==> config.mk <==
export PLATFORM = sky130hd
export DESIGN_NAME = ugn_div
export DESIGN_NICKNAME = d
export VERILOG_FILES = /design/src/rtl/ugn_pkg.sv /design/src/rtl/ugn_div.sv
export SDC_FILE = /design/constraint.sdc
export NUM_CORES = 1
export LEC_CHECK = 0
export BUFFER_PORTS_ARGS = -buffer_cell sky130_fd_sc_hd__buf_2
export CAP_MARGIN = 0
export CORE_ASPECT_RATIO = 1.25
export CORE_MARGIN = 2
export CORE_UTILIZATION = 56
export CTS_BUF_LIST = sky130_fd_sc_hd__clkbuf_4
export CTS_CLUSTER_DIAMETER = 100
export DETAILED_ROUTE_END_ITERATION = 7
export GPL_ROUTABILITY_DRIVEN = 0
export PLACE_DENSITY_LB_ADDON = 0.12
export SYNTH_ARGS = -nofsm -noshare
export SYNTH_HDL_FRONTEND = slang
export SYNTH_SLANG_ARGS = --single-unit
==> constraint.sdc <==
create_clock -name i_clk -period 3.75 [get_ports i_clk]
set_input_delay 1.125 -clock i_clk [delete_from_list [all_inputs] [get_ports i_clk]]
set_output_delay 1.125 -clock i_clk [all_outputs]
set_load 0.02 [all_outputs]
==> src/rtl/ugn_pkg.sv <==
// ----------------------------------------------------------------------------
// Uniform grid neighbor cells - shared definitions
// Sizes, register map, opcodes and the result groups passed between units.
// ----------------------------------------------------------------------------
package ugn_pkg;

    localparam int MAX_PARTICLES      = 1024;
    localparam int MAX_CELLS_PER_AXIS = 64;

    localparam int PART_AW  = (MAX_PARTICLES > 1) ? $clog2(MAX_PARTICLES) : 1;
    localparam int AXIS_W   = 7;
    localparam int NXY_W    = 2 * AXIS_W;
    localparam int IDX_W    = 18;
    localparam int NUM_REGS = 7;
    localparam int CFG_AW   = $clog2(NUM_REGS * 4);

    localparam logic ST_OK          = 1'b0;
    localparam logic ST_OUT_OF_GRID = 1'b1;

    typedef enum logic [2:0] {
        REG_ORIGIN_X = 3'd0,
        REG_ORIGIN_Y = 3'd1,
        REG_ORIGIN_Z = 3'd2,
        REG_INV_VOX  = 3'd3,
        REG_CELLS_X  = 3'd4,
        REG_CELLS_Y  = 3'd5,
        REG_CELLS_Z  = 3'd6
    } t_reg_idx;

    typedef enum logic {
        OP_PLACE = 1'b0,
        OP_QUERY = 1'b1
    } t_opcode;

    typedef struct packed {
        logic              done;
        logic              ok;
        logic [AXIS_W-1:0] cx;
        logic [AXIS_W-1:0] cy;
        logic [AXIS_W-1:0] cz;
    } t_quant_res;

    typedef struct packed {
        logic             done;
        logic [IDX_W-1:0] quot;
        logic [NXY_W-1:0] rem;
    } t_div_res;

    // zero acts as one, oversize clamps to the axis limit
    function automatic logic [AXIS_W-1:0] axis_size(input logic [AXIS_W-1:0] v);
        logic [AXIS_W-1:0] r;
        if (v == '0) begin
            r = AXIS_W'(1);
        end else if (32'(v) > 32'(MAX_CELLS_PER_AXIS)) begin
            r = AXIS_W'(MAX_CELLS_PER_AXIS);
        end else begin
            r = v;
        end
        return r;
    endfunction

endpackage

==> src/rtl/ugn_div.sv <==
// ----------------------------------------------------------------------------
// Cell index divider
// Restoring divider, one quotient bit per cycle, quotient and remainder.
// ----------------------------------------------------------------------------
module ugn_div (
    input  logic                     i_clk,
    input  logic                     i_rst_n,
    input  logic                     i_start,
    input  logic [ugn_pkg::IDX_W-1:0] i_dividend,
    input  logic [ugn_pkg::NXY_W-1:0] i_divisor,
    output ugn_pkg::t_div_res        o_res
);
    import ugn_pkg::*;

    localparam int CNT_W = $clog2(IDX_W + 1);

    typedef enum logic {
        D_IDLE,
        D_RUN
    } t_dstate;

    t_dstate          r_state;
    logic [CNT_W-1:0] r_cnt;
    logic             r_done;
    logic [IDX_W-1:0] r_quot;
    logic [NXY_W-1:0] r_rem;
    logic [NXY_W-1:0] r_div;

    logic [NXY_W:0]   trial;
    logic [NXY_W:0]   diff;
    logic             ge;
    logic [NXY_W-1:0] n_rem;

    always_comb begin
        trial = {r_rem, r_quot[IDX_W-1]};
        diff  = trial - {1'b0, r_div};
        ge    = (trial >= {1'b0, r_div});
        n_rem = ge ? diff[NXY_W-1:0] : trial[NXY_W-1:0];
    end

    always_ff @(posedge i_clk) begin
        if (!i_rst_n) begin
            r_state <= D_IDLE;
            r_done  <= 1'b0;
            r_cnt   <= '0;
        end else begin
            r_done <= 1'b0;
            case (r_state)
                D_IDLE: begin
                    if (i_start) begin
                        r_quot  <= i_dividend;
                        r_rem   <= '0;
                        r_div   <= i_divisor;
                        r_cnt   <= CNT_W'(IDX_W);
                        r_state <= D_RUN;
                    end
                end
                D_RUN: begin
                    r_rem  <= n_rem;
                    r_quot <= {r_quot[IDX_W-2:0], ge};
                    r_cnt  <= r_cnt - CNT_W'(1);
                    if (r_cnt == CNT_W'(1)) begin
                        r_done  <= 1'b1;
                        r_state <= D_IDLE;
                    end
                end
                default: r_state <= D_IDLE;
            endcase
        end
    end

    assign o_res.done = r_done;
    assign o_res.quot = r_quot;
    assign o_res.rem  = r_rem;

endmodule

* Yosys cells after proc, flatten, opt, wreduce, memory -nomap -nowiden
Index checks and enable logic that the tools add are counted.
** Word-level totals
- Flip-flop bits (word level) :: 53
- Memories kept :: 0
- Bits in read-only memories :: 0
- Bits in latches :: 0
- Memory bits (writable) :: 0
** Cells by class
- Add/sub/neg operators :: 2
- Order comparisons :: 1
- Equality and inequality tests :: 2
- Bitwise logic cells :: 1
- Divide/modulo/power cells :: 0
- Reduce and logical (&&, ||, !) cells :: 3
- Shifts and indexed selects :: 0
- $mul :: 0
- Mux-type cells :: 11
** Operators by type and width (number)
- 18-bit one-hot mux with 2 select lines :: 1
- 14-bit two-way mux :: 2
- 14-bit one-hot mux with 2 select lines :: 1
- 18-bit two-way mux :: 1
- 15-bit by 14-bit greater-or-equal comparator with 1-bit output :: 1
- 14-bit subtractor :: 1
- 5-bit one-hot mux with 2 select lines :: 1
- 5-bit by 1-bit == test with 1-bit output (second input constant) :: 1
- 5-bit two-way mux :: 1
- 5-bit by 1-bit subtractor with 5-bit output (second input constant) :: 1
- 2-bit AND reduction :: 2
- 1-bit two-way mux :: 3
- 3-bit AND reduction :: 1
- 2-bit != test (second input constant) :: 1
- 1-bit one-hot mux with 2 select lines :: 1
- 1-bit NOT :: 1

* Logic depth before layout (Yosys ltp)
- Depth after elaboration :: 3
- Gate-level depth with buffers :: 10
- Gate-level depth less buffers :: 10

* Least setup slack after synthesis
No wires, ideal clock.
- Path type :: input -> register
- From :: input port i_rst_n
- To :: register r_quot[0], enable pin
- Data required time :: 3.328 ns
- Cell stages on the path :: 2
- Data arrival time :: 2.592 ns
- Slack :: 0.736 ns
- Path buffers :: 0
- Path through :: inv_1 nor2_1
** On the way
- Longest elaborated chain between the ends :: 1
** Ends and longest elaborated chain
- start: declaration :: RTL line ugn_div.sv:7 : input logic i_rst_n,
- 2-bit AND reduction (no source line)
- end signal: assignment :: RTL line ugn_div.sv:51 : r_quot <= i_dividend;
- end signal: assignment :: RTL line ugn_div.sv:60 : r_quot <= {r_quot[IDX_W-2:0], ge};
- end: declaration :: RTL line ugn_div.sv:25 : logic [IDX_W-1:0] r_quot;
No other way between the ends.
A chain may end at the register's enable or synchronous reset.

* Worst setup path in the final report
- From :: register r_quot[17]
- To :: register r_rem[12], data pin
** On the way
- Longest elaborated chain between the ends :: 3
- Elaborated cells between the ends (all ways) :: 4
** Ends and longest elaborated chain
- 14-bit subtractor or 15-bit by 14-bit greater-or-equal comparator with 1-bit output (tied branches) :: RTL line ugn_div.sv:36, ugn_div.sv:37
- 14-bit two-way mux * :: RTL line ugn_div.sv:38 : n_rem = ge ? diff[NXY_W-1:0] : trial[NXY_W-1:0];
- 14-bit one-hot mux with 2 select lines * :: RTL line ugn_div.sv:48 : case (r_state)
- end signal: assignment :: RTL line ugn_div.sv:59 : r_rem <= n_rem;
- end: declaration :: RTL line ugn_div.sv:26 : logic [NXY_W-1:0] r_rem;
Mark *: on every way between the ends. The rest lies on a longest branch, timed or not.

==> out/metrics.yaml <==
status:
  status: "completed"
global_routing:
  grt_pass1_wl_um: 10800
  grt_pass1_vias: 2284
  overflow: 0
  antenna_found_initial: 0
  grt_max_degree: 34
  grt_usage: 0.223
detailed_routing:
  wl_met3_um: 371
  drt-wirelength-per-cell_um: 16.5
  drt_wl_total_um: 6610
  drc: 0
  vias_per_cell: 5.78
  num_vias: 2311
  highest_layer: "met4"
  route.met2.wl_um: 3380
  dr.pass1.iters: 4
  ant_nets: 0
  drt-initial-drc-count: 138
  wl_met1_um: 2830
cells_and_area:
  final_common_cell: "buf_2"
  syn_to_final_growth_pct: 13.6
  drive_gt1_frac: 0.342
  fillers: 481
  antenna_cells: 0
  multi_input_area_mm2: 0.00144
  fin_util: 0.653
  fin_nets: 388
  design_area_mm2: 0.00353
  register_area_mm2: 0.00152
  mostFrequentLayoutCells: "buf_2, edfxtp_1, inv_1, a21oi_1"
timing:
  min_period_over_period: 0.721
  max_slew_margin: 0.483
  skew_ns: 0.0298
  setup_ws_ns: 1.05
  max_freq_ghz: 0.370
  setup-violations-final: 0
  drv_slew: 0
  fin_crit_ns: 2.70
  rsz0062_at_grt: "no"
  timing.hold.ws_ns: 0.532
  tightestPinTransition_ns: 0.776
  final_hold_viol_count: 0
  tns_ns: 0
setup_path:
  path_buf_inv: 2
  path_max_fanout: 3
  crit_required_ns: 3.89
  crit_slowest_cell: "edfxtp_1"
  worstPathArrival_ns: 2.84
  worst_setup_path_end_kind: "flop"
  timing_worst_setup_path_type: "flop to flop"
  max_stage_delay_ns: 0.44
  path_cells: "inv_1 > ha_1 > inv_1 > fa_1 > a211o_1 > a21oi_1 > a21oi_1 > a311oi_1 > xor2_1 > o22ai_1"
  crit_family: "compound AO/OA/AOI/OAI gates"
  startpoint_type: "flop"
die:
  rows: 30
  core_mm2: 0.00541
  pin_count: 68
  dieArea_mm2: 0.00616
  dieWidth_um: 70.6
  initial_core_util: 0.575
  die_h_um: 87.3
synthesis:
  netlist_area_mm2: 0.00311
  synth_area_per_cell_um2: 11.5
  synth-seq-cells: 53
  yosysWarnings: 0
  ys_seq_area_frac: 0.490
  yosysUniqueCellTypes: 58
  syn-num-nets: 323
  synthCells: 270
place:
  hpwlAfterDp_um: 4730
  place_ws_ns: 1.09
  post_dp_cell_area_mm2: 0.00347
  io_buffers: 67
clock_network:
  clk_latency_ns: 0.38
  clockBufferDepth: 2
  cts.sink_count: 53
  h-tree-depth: 2
  cts-resized-gates: 0
  cts_tree: "built"
  root_buffer: "clkbuf_4"
  cts_setup_buffers: 0
  clk_pin_slew_worst_paths_ns: 0.15
  cts_inserted_buffers: 5
  hold_buffers: 0
pwr:
  p_leak_nw: 1.48
  power_density_mw_per_mm2: 379
  ir_worst_vdd_mv: 0.246
worst_hold_path:
  hp-class: "flop to flop"
flow_run:
  max-cap-violations: 0
==> layout make-up <==
class	count	share of cell area
Clock buffer	7	0.0149
Multi-Input combinational cell	184	0.407
Inverter	22	0.0234
Timing Repair Buffer	69	0.0993
Clock inverter	1	0.00142
Tap cell	64	0.0227
Sequential cell	53	0.431
==> synthesized netlist by cell type, drive strengths merged <==
cell | count | area share
and4b | 1 | 0.0032
ha | 17 | 0.068
fa | 1 | 0.0064
nor2b | 5 | 0.010
a21boi | 1 | 0.0024
o21bai | 2 | 0.0048
edfxtp | 46 | 0.44
nand4b | 1 | 0.0028
mux2i | 4 | 0.013
nor2 | 12 | 0.015
nand3b | 4 | 0.0097
o211a | 1 | 0.0032
and3b | 1 | 0.0028
and3 | 3 | 0.0093
nand4 | 1 | 0.0020
o2111ai | 1 | 0.0028
nand2b | 2 | 0.0040
o21ai | 10 | 0.017
xor2 | 2 | 0.0056
mux2 | 17 | 0.062
nand3 | 15 | 0.027
a311oi | 2 | 0.0056
o22ai | 4 | 0.0081
o221a | 1 | 0.0036
nor4bb | 1 | 0.0032
o21a | 2 | 0.0048
a21oi | 22 | 0.037
xnor2 | 3 | 0.0085
nor3 | 8 | 0.019
clkbuf | 3 | 0.0036
dfxtp | 7 | 0.045
a211oi | 10 | 0.035
a21o | 5 | 0.012
a211o | 3 | 0.0085
o31ai | 1 | 0.0024
o311ai | 1 | 0.0028
or3 | 1 | 0.0020
inv | 22 | 0.027
and2 | 2 | 0.0040
nor3b | 2 | 0.0085
buf | 8 | 0.019
o211ai | 2 | 0.0064
nand2 | 12 | 0.015
o21ba | 1 | 0.0032
==> registers in the layout, indices dropped and copies added (netlist names) <==
register and count:
r_done 1, r_div 14, r_cnt 5, r_state 1, r_rem 14, r_quot 18
==> where the power goes <==
group          internal [mW]  total [mW]  switching, mW
Combinational          0.146       0.355          0.209
Sequential             0.691       0.716         0.0246
Clock                 0.0881       0.265          0.177
Total                  0.925        1.34          0.411
==> kinds of logic (layout without fill, tap and decap cells) <==
group / count (synthesis) / after routing / share of synthesized area
AOI/OAI and AO/OA: 69 / 69 / 0.160
xor gates and xnor gates: 5 / 5 / 0.0141
adders and majority gates: 18 / 18 / 0.0749
buffers and inverters: 33 / 99 / 0.0487
DFF: 53 / 53 / 0.490
muxes: 21 / 21 / 0.0745
and+or+nand+nor: 71 / 71 / 0.138
==> worst reg2reg max path, delay by kind of cell (launching register included) <==
family          cells  cell delay, ns
buf+inv             2            0.15
xor+xnor            1            0.18
flops               1            0.44
compound gates      5            1.17
fa+ha+maj           2            0.56
==> per-layer routing <==
metal	vias to the layer above	global-route usage
li1	1136	-
met1	1089	0.288
met2	82	0.383
met3	4	0.0486
met4	0	0.0617
met5	-	0
==> metrics by stage <==
stage               instances  power (mW)
detailed placement        392        1.08
CTS                       400        1.34
floorplan                 270       0.990
global route              400        1.40
finish                    400        1.34
global placement          392        1.07
==> final timing paths <==
kind              start        end  slack, ns  cells past startpoint
max          r_quot[17]  r_rem[12]       1.05                     10
min reg2reg    r_cnt[2]   r_cnt[2]       0.53                      2
max reg2reg  r_quot[17]  r_rem[12]       1.05                     10
min            r_cnt[2]   r_cnt[2]       0.53                      2
Power figures use the tool's default switching activity.
