===== config.mk =====
export PLATFORM = sky130hd
export DESIGN_NAME = ugn_quant
export DESIGN_NICKNAME = d
export VERILOG_FILES = /design/src/rtl/ugn_pkg.sv /design/src/rtl/ugn_quant.sv
export SDC_FILE = /design/constraint.sdc
export NUM_CORES = 2
export LEC_CHECK = 0
export ABC_AREA = 1
export BUFFER_PORTS_ARGS = -buffer_cell sky130_fd_sc_hd__buf_2
export CORE_AREA = 5 5 254 355
export DETAILED_ROUTE_END_ITERATION = 8
export DIE_AREA = 0 0 259 360
export GPL_TIMING_DRIVEN = 0
export PLACE_DENSITY = 0.87
export SYNTH_ARGS = -nofsm -noshare
export SYNTH_HDL_FRONTEND = slang
export SYNTH_SLANG_ARGS = --single-unit
export TNS_END_PERCENT = 20

===== constraint.sdc =====
create_clock -name i_clk -period 6.1 [get_ports i_clk]
set_clock_uncertainty 0.2 [all_clocks]
set_input_delay 0.61 -clock i_clk [delete_from_list [all_inputs] [get_ports i_clk]]
set_output_delay 0.61 -clock i_clk [all_outputs]
set_load 0.02 [all_outputs]

===== src/rtl/ugn_pkg.sv =====
// ----------------------------------------------------------------------------
// Uniform grid neighbor cells - shared definitions
// Sizes, register map, opcodes and the result groups passed between units.
// ----------------------------------------------------------------------------
package ugn_pkg;

    localparam int MAX_PARTICLES      = 1024;
    localparam int MAX_CELLS_PER_AXIS = 64;

    localparam int PART_AW  = (MAX_PARTICLES > 1) ? $clog2(MAX_PARTICLES) : 1;
    localparam int AXIS_W   = 7;
    localparam int NXY_W    = 2 * AXIS_W;
    localparam int IDX_W    = 18;
    localparam int NUM_REGS = 7;
    localparam int CFG_AW   = $clog2(NUM_REGS * 4);

    localparam logic ST_OK          = 1'b0;
    localparam logic ST_OUT_OF_GRID = 1'b1;

    typedef enum logic [2:0] {
        REG_ORIGIN_X = 3'd0,
        REG_ORIGIN_Y = 3'd1,
        REG_ORIGIN_Z = 3'd2,
        REG_INV_VOX  = 3'd3,
        REG_CELLS_X  = 3'd4,
        REG_CELLS_Y  = 3'd5,
        REG_CELLS_Z  = 3'd6
    } t_reg_idx;

    typedef enum logic {
        OP_PLACE = 1'b0,
        OP_QUERY = 1'b1
    } t_opcode;

    typedef struct packed {
        logic              done;
        logic              ok;
        logic [AXIS_W-1:0] cx;
        logic [AXIS_W-1:0] cy;
        logic [AXIS_W-1:0] cz;
    } t_quant_res;

    typedef struct packed {
        logic             done;
        logic [IDX_W-1:0] quot;
        logic [NXY_W-1:0] rem;
    } t_div_res;

    // zero acts as one, oversize clamps to the axis limit
    function automatic logic [AXIS_W-1:0] axis_size(input logic [AXIS_W-1:0] v);
        logic [AXIS_W-1:0] r;
        if (v == '0) begin
            r = AXIS_W'(1);
        end else if (32'(v) > 32'(MAX_CELLS_PER_AXIS)) begin
            r = AXIS_W'(MAX_CELLS_PER_AXIS);
        end else begin
            r = v;
        end
        return r;
    endfunction

endpackage


===== src/rtl/ugn_quant.sv =====
// ----------------------------------------------------------------------------
// Position quantizer
// Per axis: subtract origin, scale by reciprocal voxel size, round half away
// from zero, range check. One shared split multiplier, axes in turn.
// ----------------------------------------------------------------------------
module ugn_quant (
    input  logic                      i_clk,
    input  logic                      i_rst_n,
    input  logic                      i_start,
    input  logic signed [31:0]        i_pos_x,
    input  logic signed [31:0]        i_pos_y,
    input  logic signed [31:0]        i_pos_z,
    input  logic signed [31:0]        i_org_x,
    input  logic signed [31:0]        i_org_y,
    input  logic signed [31:0]        i_org_z,
    input  logic [31:0]               i_inv,
    input  logic [ugn_pkg::AXIS_W-1:0] i_nx,
    input  logic [ugn_pkg::AXIS_W-1:0] i_ny,
    input  logic [ugn_pkg::AXIS_W-1:0] i_nz,
    output ugn_pkg::t_quant_res       o_res
);
    import ugn_pkg::*;

    localparam logic [1:0] AX_X = 2'd0;
    localparam logic [1:0] AX_Y = 2'd1;
    localparam logic [1:0] AX_Z = 2'd2;

    typedef enum logic [2:0] {
        Q_IDLE,
        Q_DIFF,
        Q_MAG,
        Q_MLO,
        Q_MHI,
        Q_RND
    } t_qstate;

    t_qstate           r_state;
    logic [1:0]        r_axis;
    logic              r_done;
    logic              r_ok;
    logic [AXIS_W-1:0] r_cx;
    logic [AXIS_W-1:0] r_cy;
    logic [AXIS_W-1:0] r_cz;
    logic [32:0]       r_diff;
    logic              r_neg;
    logic [32:0]       r_mag;
    logic [48:0]       r_plo;
    logic [48:0]       r_phi;

    logic signed [31:0] sel_pos;
    logic signed [31:0] sel_org;
    logic [AXIS_W-1:0]  sel_n;
    logic [65:0]        sum;
    logic [33:0]        q;
    logic               ax_ok;
    logic [AXIS_W-1:0]  ax_cell;

    always_comb begin
        case (r_axis)
            AX_Y: begin
                sel_pos = i_pos_y;
                sel_org = i_org_y;
                sel_n   = i_ny;
            end
            AX_Z: begin
                sel_pos = i_pos_z;
                sel_org = i_org_z;
                sel_n   = i_nz;
            end
            default: begin
                sel_pos = i_pos_x;
                sel_org = i_org_x;
                sel_n   = i_nx;
            end
        endcase
        sum     = {1'b0, r_phi, 16'b0} + {17'b0, r_plo} + 66'h0_8000_0000;
        q       = sum[65:32];
        ax_ok   = r_neg ? (q == '0) : (q < {27'b0, sel_n});
        ax_cell = r_neg ? '0 : q[AXIS_W-1:0];
    end

    always_ff @(posedge i_clk) begin
        if (!i_rst_n) begin
            r_state <= Q_IDLE;
            r_axis  <= AX_X;
            r_done  <= 1'b0;
            r_ok    <= 1'b0;
        end else begin
            r_done <= 1'b0;
            case (r_state)
                Q_IDLE: begin
                    if (i_start) begin
                        r_axis  <= AX_X;
                        r_ok    <= 1'b1;
                        r_state <= Q_DIFF;
                    end
                end
                Q_DIFF: begin
                    r_diff  <= {sel_pos[31], sel_pos} - {sel_org[31], sel_org};
                    r_state <= Q_MAG;
                end
                Q_MAG: begin
                    r_neg   <= r_diff[32];
                    r_mag   <= r_diff[32] ? (~r_diff + 33'd1) : r_diff;
                    r_state <= Q_MLO;
                end
                Q_MLO: begin
                    r_plo   <= {16'b0, r_mag} * {33'b0, i_inv[15:0]};
                    r_state <= Q_MHI;
                end
                Q_MHI: begin
                    r_phi   <= {16'b0, r_mag} * {33'b0, i_inv[31:16]};
                    r_state <= Q_RND;
                end
                Q_RND: begin
                    r_ok <= r_ok & ax_ok;
                    case (r_axis)
                        AX_Y:    r_cy <= ax_cell;
                        AX_Z:    r_cz <= ax_cell;
                        default: r_cx <= ax_cell;
                    endcase
                    if (r_axis == AX_Z) begin
                        r_done  <= 1'b1;
                        r_state <= Q_IDLE;
                    end else begin
                        r_axis  <= r_axis + 2'd1;
                        r_state <= Q_DIFF;
                    end
                end
                default: r_state <= Q_IDLE;
            endcase
        end
    end

    assign o_res.done = r_done;
    assign o_res.ok   = r_ok;
    assign o_res.cx   = r_cx;
    assign o_res.cy   = r_cy;
    assign o_res.cz   = r_cz;

endmodule


# == Word level (Yosys, flattened, before mapping) ==
# Cells that the tools add are included.
# classes
bitwise_logic,3
n_addsub,5
eq_ne,9
order_cmp,1
n_reduce_logical,14
multipliers,2
muxes,15
# op_table
cell,count
$pmux 32 s2,2
$mul 33x16->49,2
$add 65x49->66,1
$add 66x32->66 const B,1
$logic_not 34->1,1
$lt 34x7->1,1
$add 33x1->33 const B,1
$not 33->33,1
$sub 32x32->33,1
$mux 32,1
$pmux 3 s6,1
$pmux 7 s2,1
$reduce_and 2->1,6
$reduce_and 3->1,4
$mux 7,1
$eq 3x2->1 const B,2
$eq 3x3->1 const B,2
$mux 1,4
$mux 2,2
$ne 2x2->1 const B,2
$pmux 2 s2,1
$eq 3x1->1 const B,1
$logic_not 3->1,1
$mux 3,1
other kinds (8),8
# word_totals
regBits,193
output_inout_bits,23

# == Logic depth before layout (Yosys ltp) ==
# logic_depth
depth_word,6
depth_mapped,31

# == Worst setup path before layout ==
# No wires, ideal clock.
# synth_timing
path_type,input -> register
from,input port i_inv[23]
to,"register r_phi[39], data pin"
setup_slack_ns,-0.234
arrival_time_ns,5.869
required_ns,5.635
cell_stages,26
n_path_buf,2
path_cell_list,clkbuf_1 clkbuf_1 nand2_1 fa_1 inv_1 fa_1 inv_1 fa_1 inv_1 fa_1 fa_1 inv_1 fa_1 inv_1 ha_1 a21oi_1 inv_1 a31oi_1 nor2_1 nor2_1 o21ai_0 a21oi_1 inv_1 a21oi_1 o21ai_0 xor2_1
# synth_between
elab_chain_cells,1
# synth_rtl
element,line,source
"start, declared",ugn_quant.sv:16,"input logic [31:0] i_inv,"
$mul 33x16->49,ugn_quant.sv:112,"r_phi <= {16'b0, r_mag} * {33'b0, i_inv[31:16]};"
"end signal, assigned",ugn_quant.sv:112,
"end, declared",ugn_quant.sv:48,logic [48:0] r_phi;
# No other way between the ends.
# A chain may end at the register's enable or synchronous reset.

# == Final worst setup path ==
# layout_timing
from,register r_mag[6]
to,"register r_phi[45], data pin"
# layout_between
elab_chain_cells,1
# layout_rtl
element,line,source
"start, declared",ugn_quant.sv:46,logic [32:0] r_mag;
"start signal, assigned",ugn_quant.sv:104,r_mag <= r_diff[32] ? (~r_diff + 33'd1) : r_diff;
$mul 33x16->49,ugn_quant.sv:112,
# No other way between the ends.

==> impl_metrics.toml <==
[synthesis]
async_reset_ff_share_pct = 0
synth-seq-cells = 177
synthesis.nets = 7610
yosys_warnings = 0
synth-edff-count = 170
syn_area_per_cell_um2 = 7.67
yosysSeqAreaShare_pct = 11.1
synthFlopType = "edfxtp_1"
synth.cell_area_um2 = 47200
ys_types = 57
synth_cells = 6154

[global_routing]
grt_pass1_wl_um = 278000
grt_overflow = 0
grt_pass1_vias = 46400
grt_use_total_pct = 40.3
grt_start_max_net_pins = 39
antenna_found_initial = 12

[min_path]
holdCritPathClass = "in -> reg"

[flow_run]
max-cap-violations = 0

[setup_path]
max_stage_delay_ns = 0.55
worstPathMaxFanout = 8
worst_setup_path_end_kind = "flip-flop"
cp_common_cell = "nand2_1"
worstSetupStartpointType = "flip-flop"
crit_slowest_cell = "fa_1"
crit_arrival_ns = 6.56
required_ns = 6.15
path_class = "reg -> reg"

[final_layout]
final_cell_mix = "inv_1, nand2_1, fa_1, ha_1, buf_2"
final_nets = 8061
syn2layout_area_growth_pct = 17.2
fillers = 7265
final_cells = 7793
final_common_cell = "inv_1"
drive_gt1_share_pct = 15.4

[placed_design]
numPortBuffers = 240
place_congestion = 1.05
numPlacedInstances = 7568
dp.final_hpwl_um = 154000

[sta]
setup_slack_ns = -0.409
max_freq_mhz = 154
finalCritPeriodShare_pct = 107
fin_crit_ns = 6.51
hold_violations = 0
drv_slew = 0
tightest_slew_ns = 1.21
finalSetupViolCount = 47
rsz0062_at_grt = "yes"
relSlewSlack_pct = 19.0

[clock_network]
cts_tree = "done"
cts.sinks = 177
clkTransAtPathRegs_ns = 0.08
cts_buffer_depth = 2
htree_levels = 4
clk_latency_ns = 0.50
root_buffer = "clkbuf_16"
cts_hold_buf = 0
cts_buffers = 17

[die]
num_rows = 128
ioPinCount = 271
dieArea_um2 = 93200
coreArea_um2 = 86600
start_util_pct = 54.5
die_h_um = 360
die_w_um = 259

[detailed_routing]
first_pass_iters = 8
num_vias = 44300
ant_nets = 0
drt_wl_total_um = 193000
drtIter0Drc = 4508
routed_via_density = 5.68
wl_per_cell_um = 24.8
drc = 0

[outcome]
status = "finished with violations"
violations = "negative setup slack"
-- worst max-delay path: cells and delay by family (launching register included) --
kind | cells | cell delay, ns
flip-flops | 1 | 0.53
adder cells (fa/ha/maj) | 7 | 2.99
AO/OA/AOI/OAI | 5 | 0.94
buffers and inverters | 9 | 0.99
AND/OR/NAND/NOR | 8 | 0.61
-- per-layer routing --
layer	track usage, %	share of wire (%)
met1	43.3	32
met2	65.1	46
met3	10.0	10
met4	36.5	12
met5	0	0.025
-- cell type report --
| type | instances | area, µm² | share of cell area, % |
|---|---|---|---|
| Antenna cell | 6 | 15.0 | 0.0271 |
| Sequential cell | 177 | 5250 | 9.47 |
| Buffer | 262 | 2460 | 4.45 |
| Timing Repair Buffer | 432 | 2960 | 5.35 |
| Multi-Input combinational cell | 4004 | 36200 | 65.4 |
| Clock buffer | 17 | 425 | 0.768 |
| Tap cell | 1170 | 1460 | 2.64 |
| Inverter | 1711 | 6420 | 11.6 |
| Clock inverter | 14 | 146 | 0.264 |
-- metrics by stage --
stage / area, µm² / worst slack [ns] / TNS [ns] / util, % / hold WS (ns)
floorplan: 47300 / -0.00803 / -0.0121 / - / 0.224
global placement: 50000 / -1.75 / -71.48 / 57.7 / 0.276
detailed placement: 50100 / -1.79 / -75.73 / 57.8 / 0.305
CTS: 54200 / -0.189 / -1.23 / 62.6 / 0.190
global route: 55400 / -0.515 / -13.38 / 63.9 / 0.233
finish: 55400 / -0.409 / -6.88 / 63.9 / 0.205
-- synthesized netlist by cell type (7+ instances only) --
cell      number  area share [%]
inv_1       1709              14
nand2_1     1666              13
fa_1         864              37
ha_1         344             9.1
clkbuf_1     256             2.0
nor2_1       256             2.0
a21oi_1      196             2.1
edfxtp_1     170              11
o21ai_0      148             1.6
nand3_1       88            0.93
xor2_1        84             1.6
a221o_1       70             1.5
xnor2_1       57             1.1
a31oi_1       34            0.45
nand4_1       27            0.36
nor3_1        27            0.29
nand3b_1      12            0.19
o21a_1        12            0.19
o21ai_2       11            0.20
o21ai_1       10            0.11
dfxtp_1        7            0.30
nand2_2        7           0.093
nor4_1         7           0.093
-- cells by family after synthesis --
family | Yosys count | share of synthesized area [%]
compound gates | 538 | 7.08
xor+xnor | 141 | 2.62
fa+ha+maj | 1208 | 45.7
buf+inv | 1973 | 15.7
flops | 177 | 11.1
simple gates | 2117 | 17.7
-- state kept, by name, indices dropped and copies added (netlist names) --
name and flops:
r_ok 1, r_neg 1, r_diff 33, r_mag 33
r_phi 49, r_plo 33, r_cy 7, r_cx 7
r_cz 7, r_done 1, r_axis 2, r_state 3
-- path summary, 6_finish.rpt --
| path | startpoint | cells after the start | slack [ns] | to |
|---|---|---|---|---|
| worst max-delay path | r_mag[6]$_DFFE_PP_ | 29 | -0.41 | r_phi[45]$_DFFE_PP_ |
| worst min-delay path | i_rst_n | 3 | 0.21 | r_state[0]$_SDFFE_PN0P_ |
| worst max register to register | r_mag[6]$_DFFE_PP_ | 29 | -0.41 | r_phi[45]$_DFFE_PP_ |
| worst min register to register | r_diff[32]$_DFFE_PP_ | 0 | 0.31 | r_neg$_DFFE_PP_ |
-- what timing repair did --
action,CTS,global route
gates resized for setup,632,229
setup endpoints to repair,71,56
buffers inserted,138,44
cloned,4,2
pin swaps,83,119
Power is not shown: default switching activity piles up to over one toggle a cycle in this logic, so the estimate is an artifact.
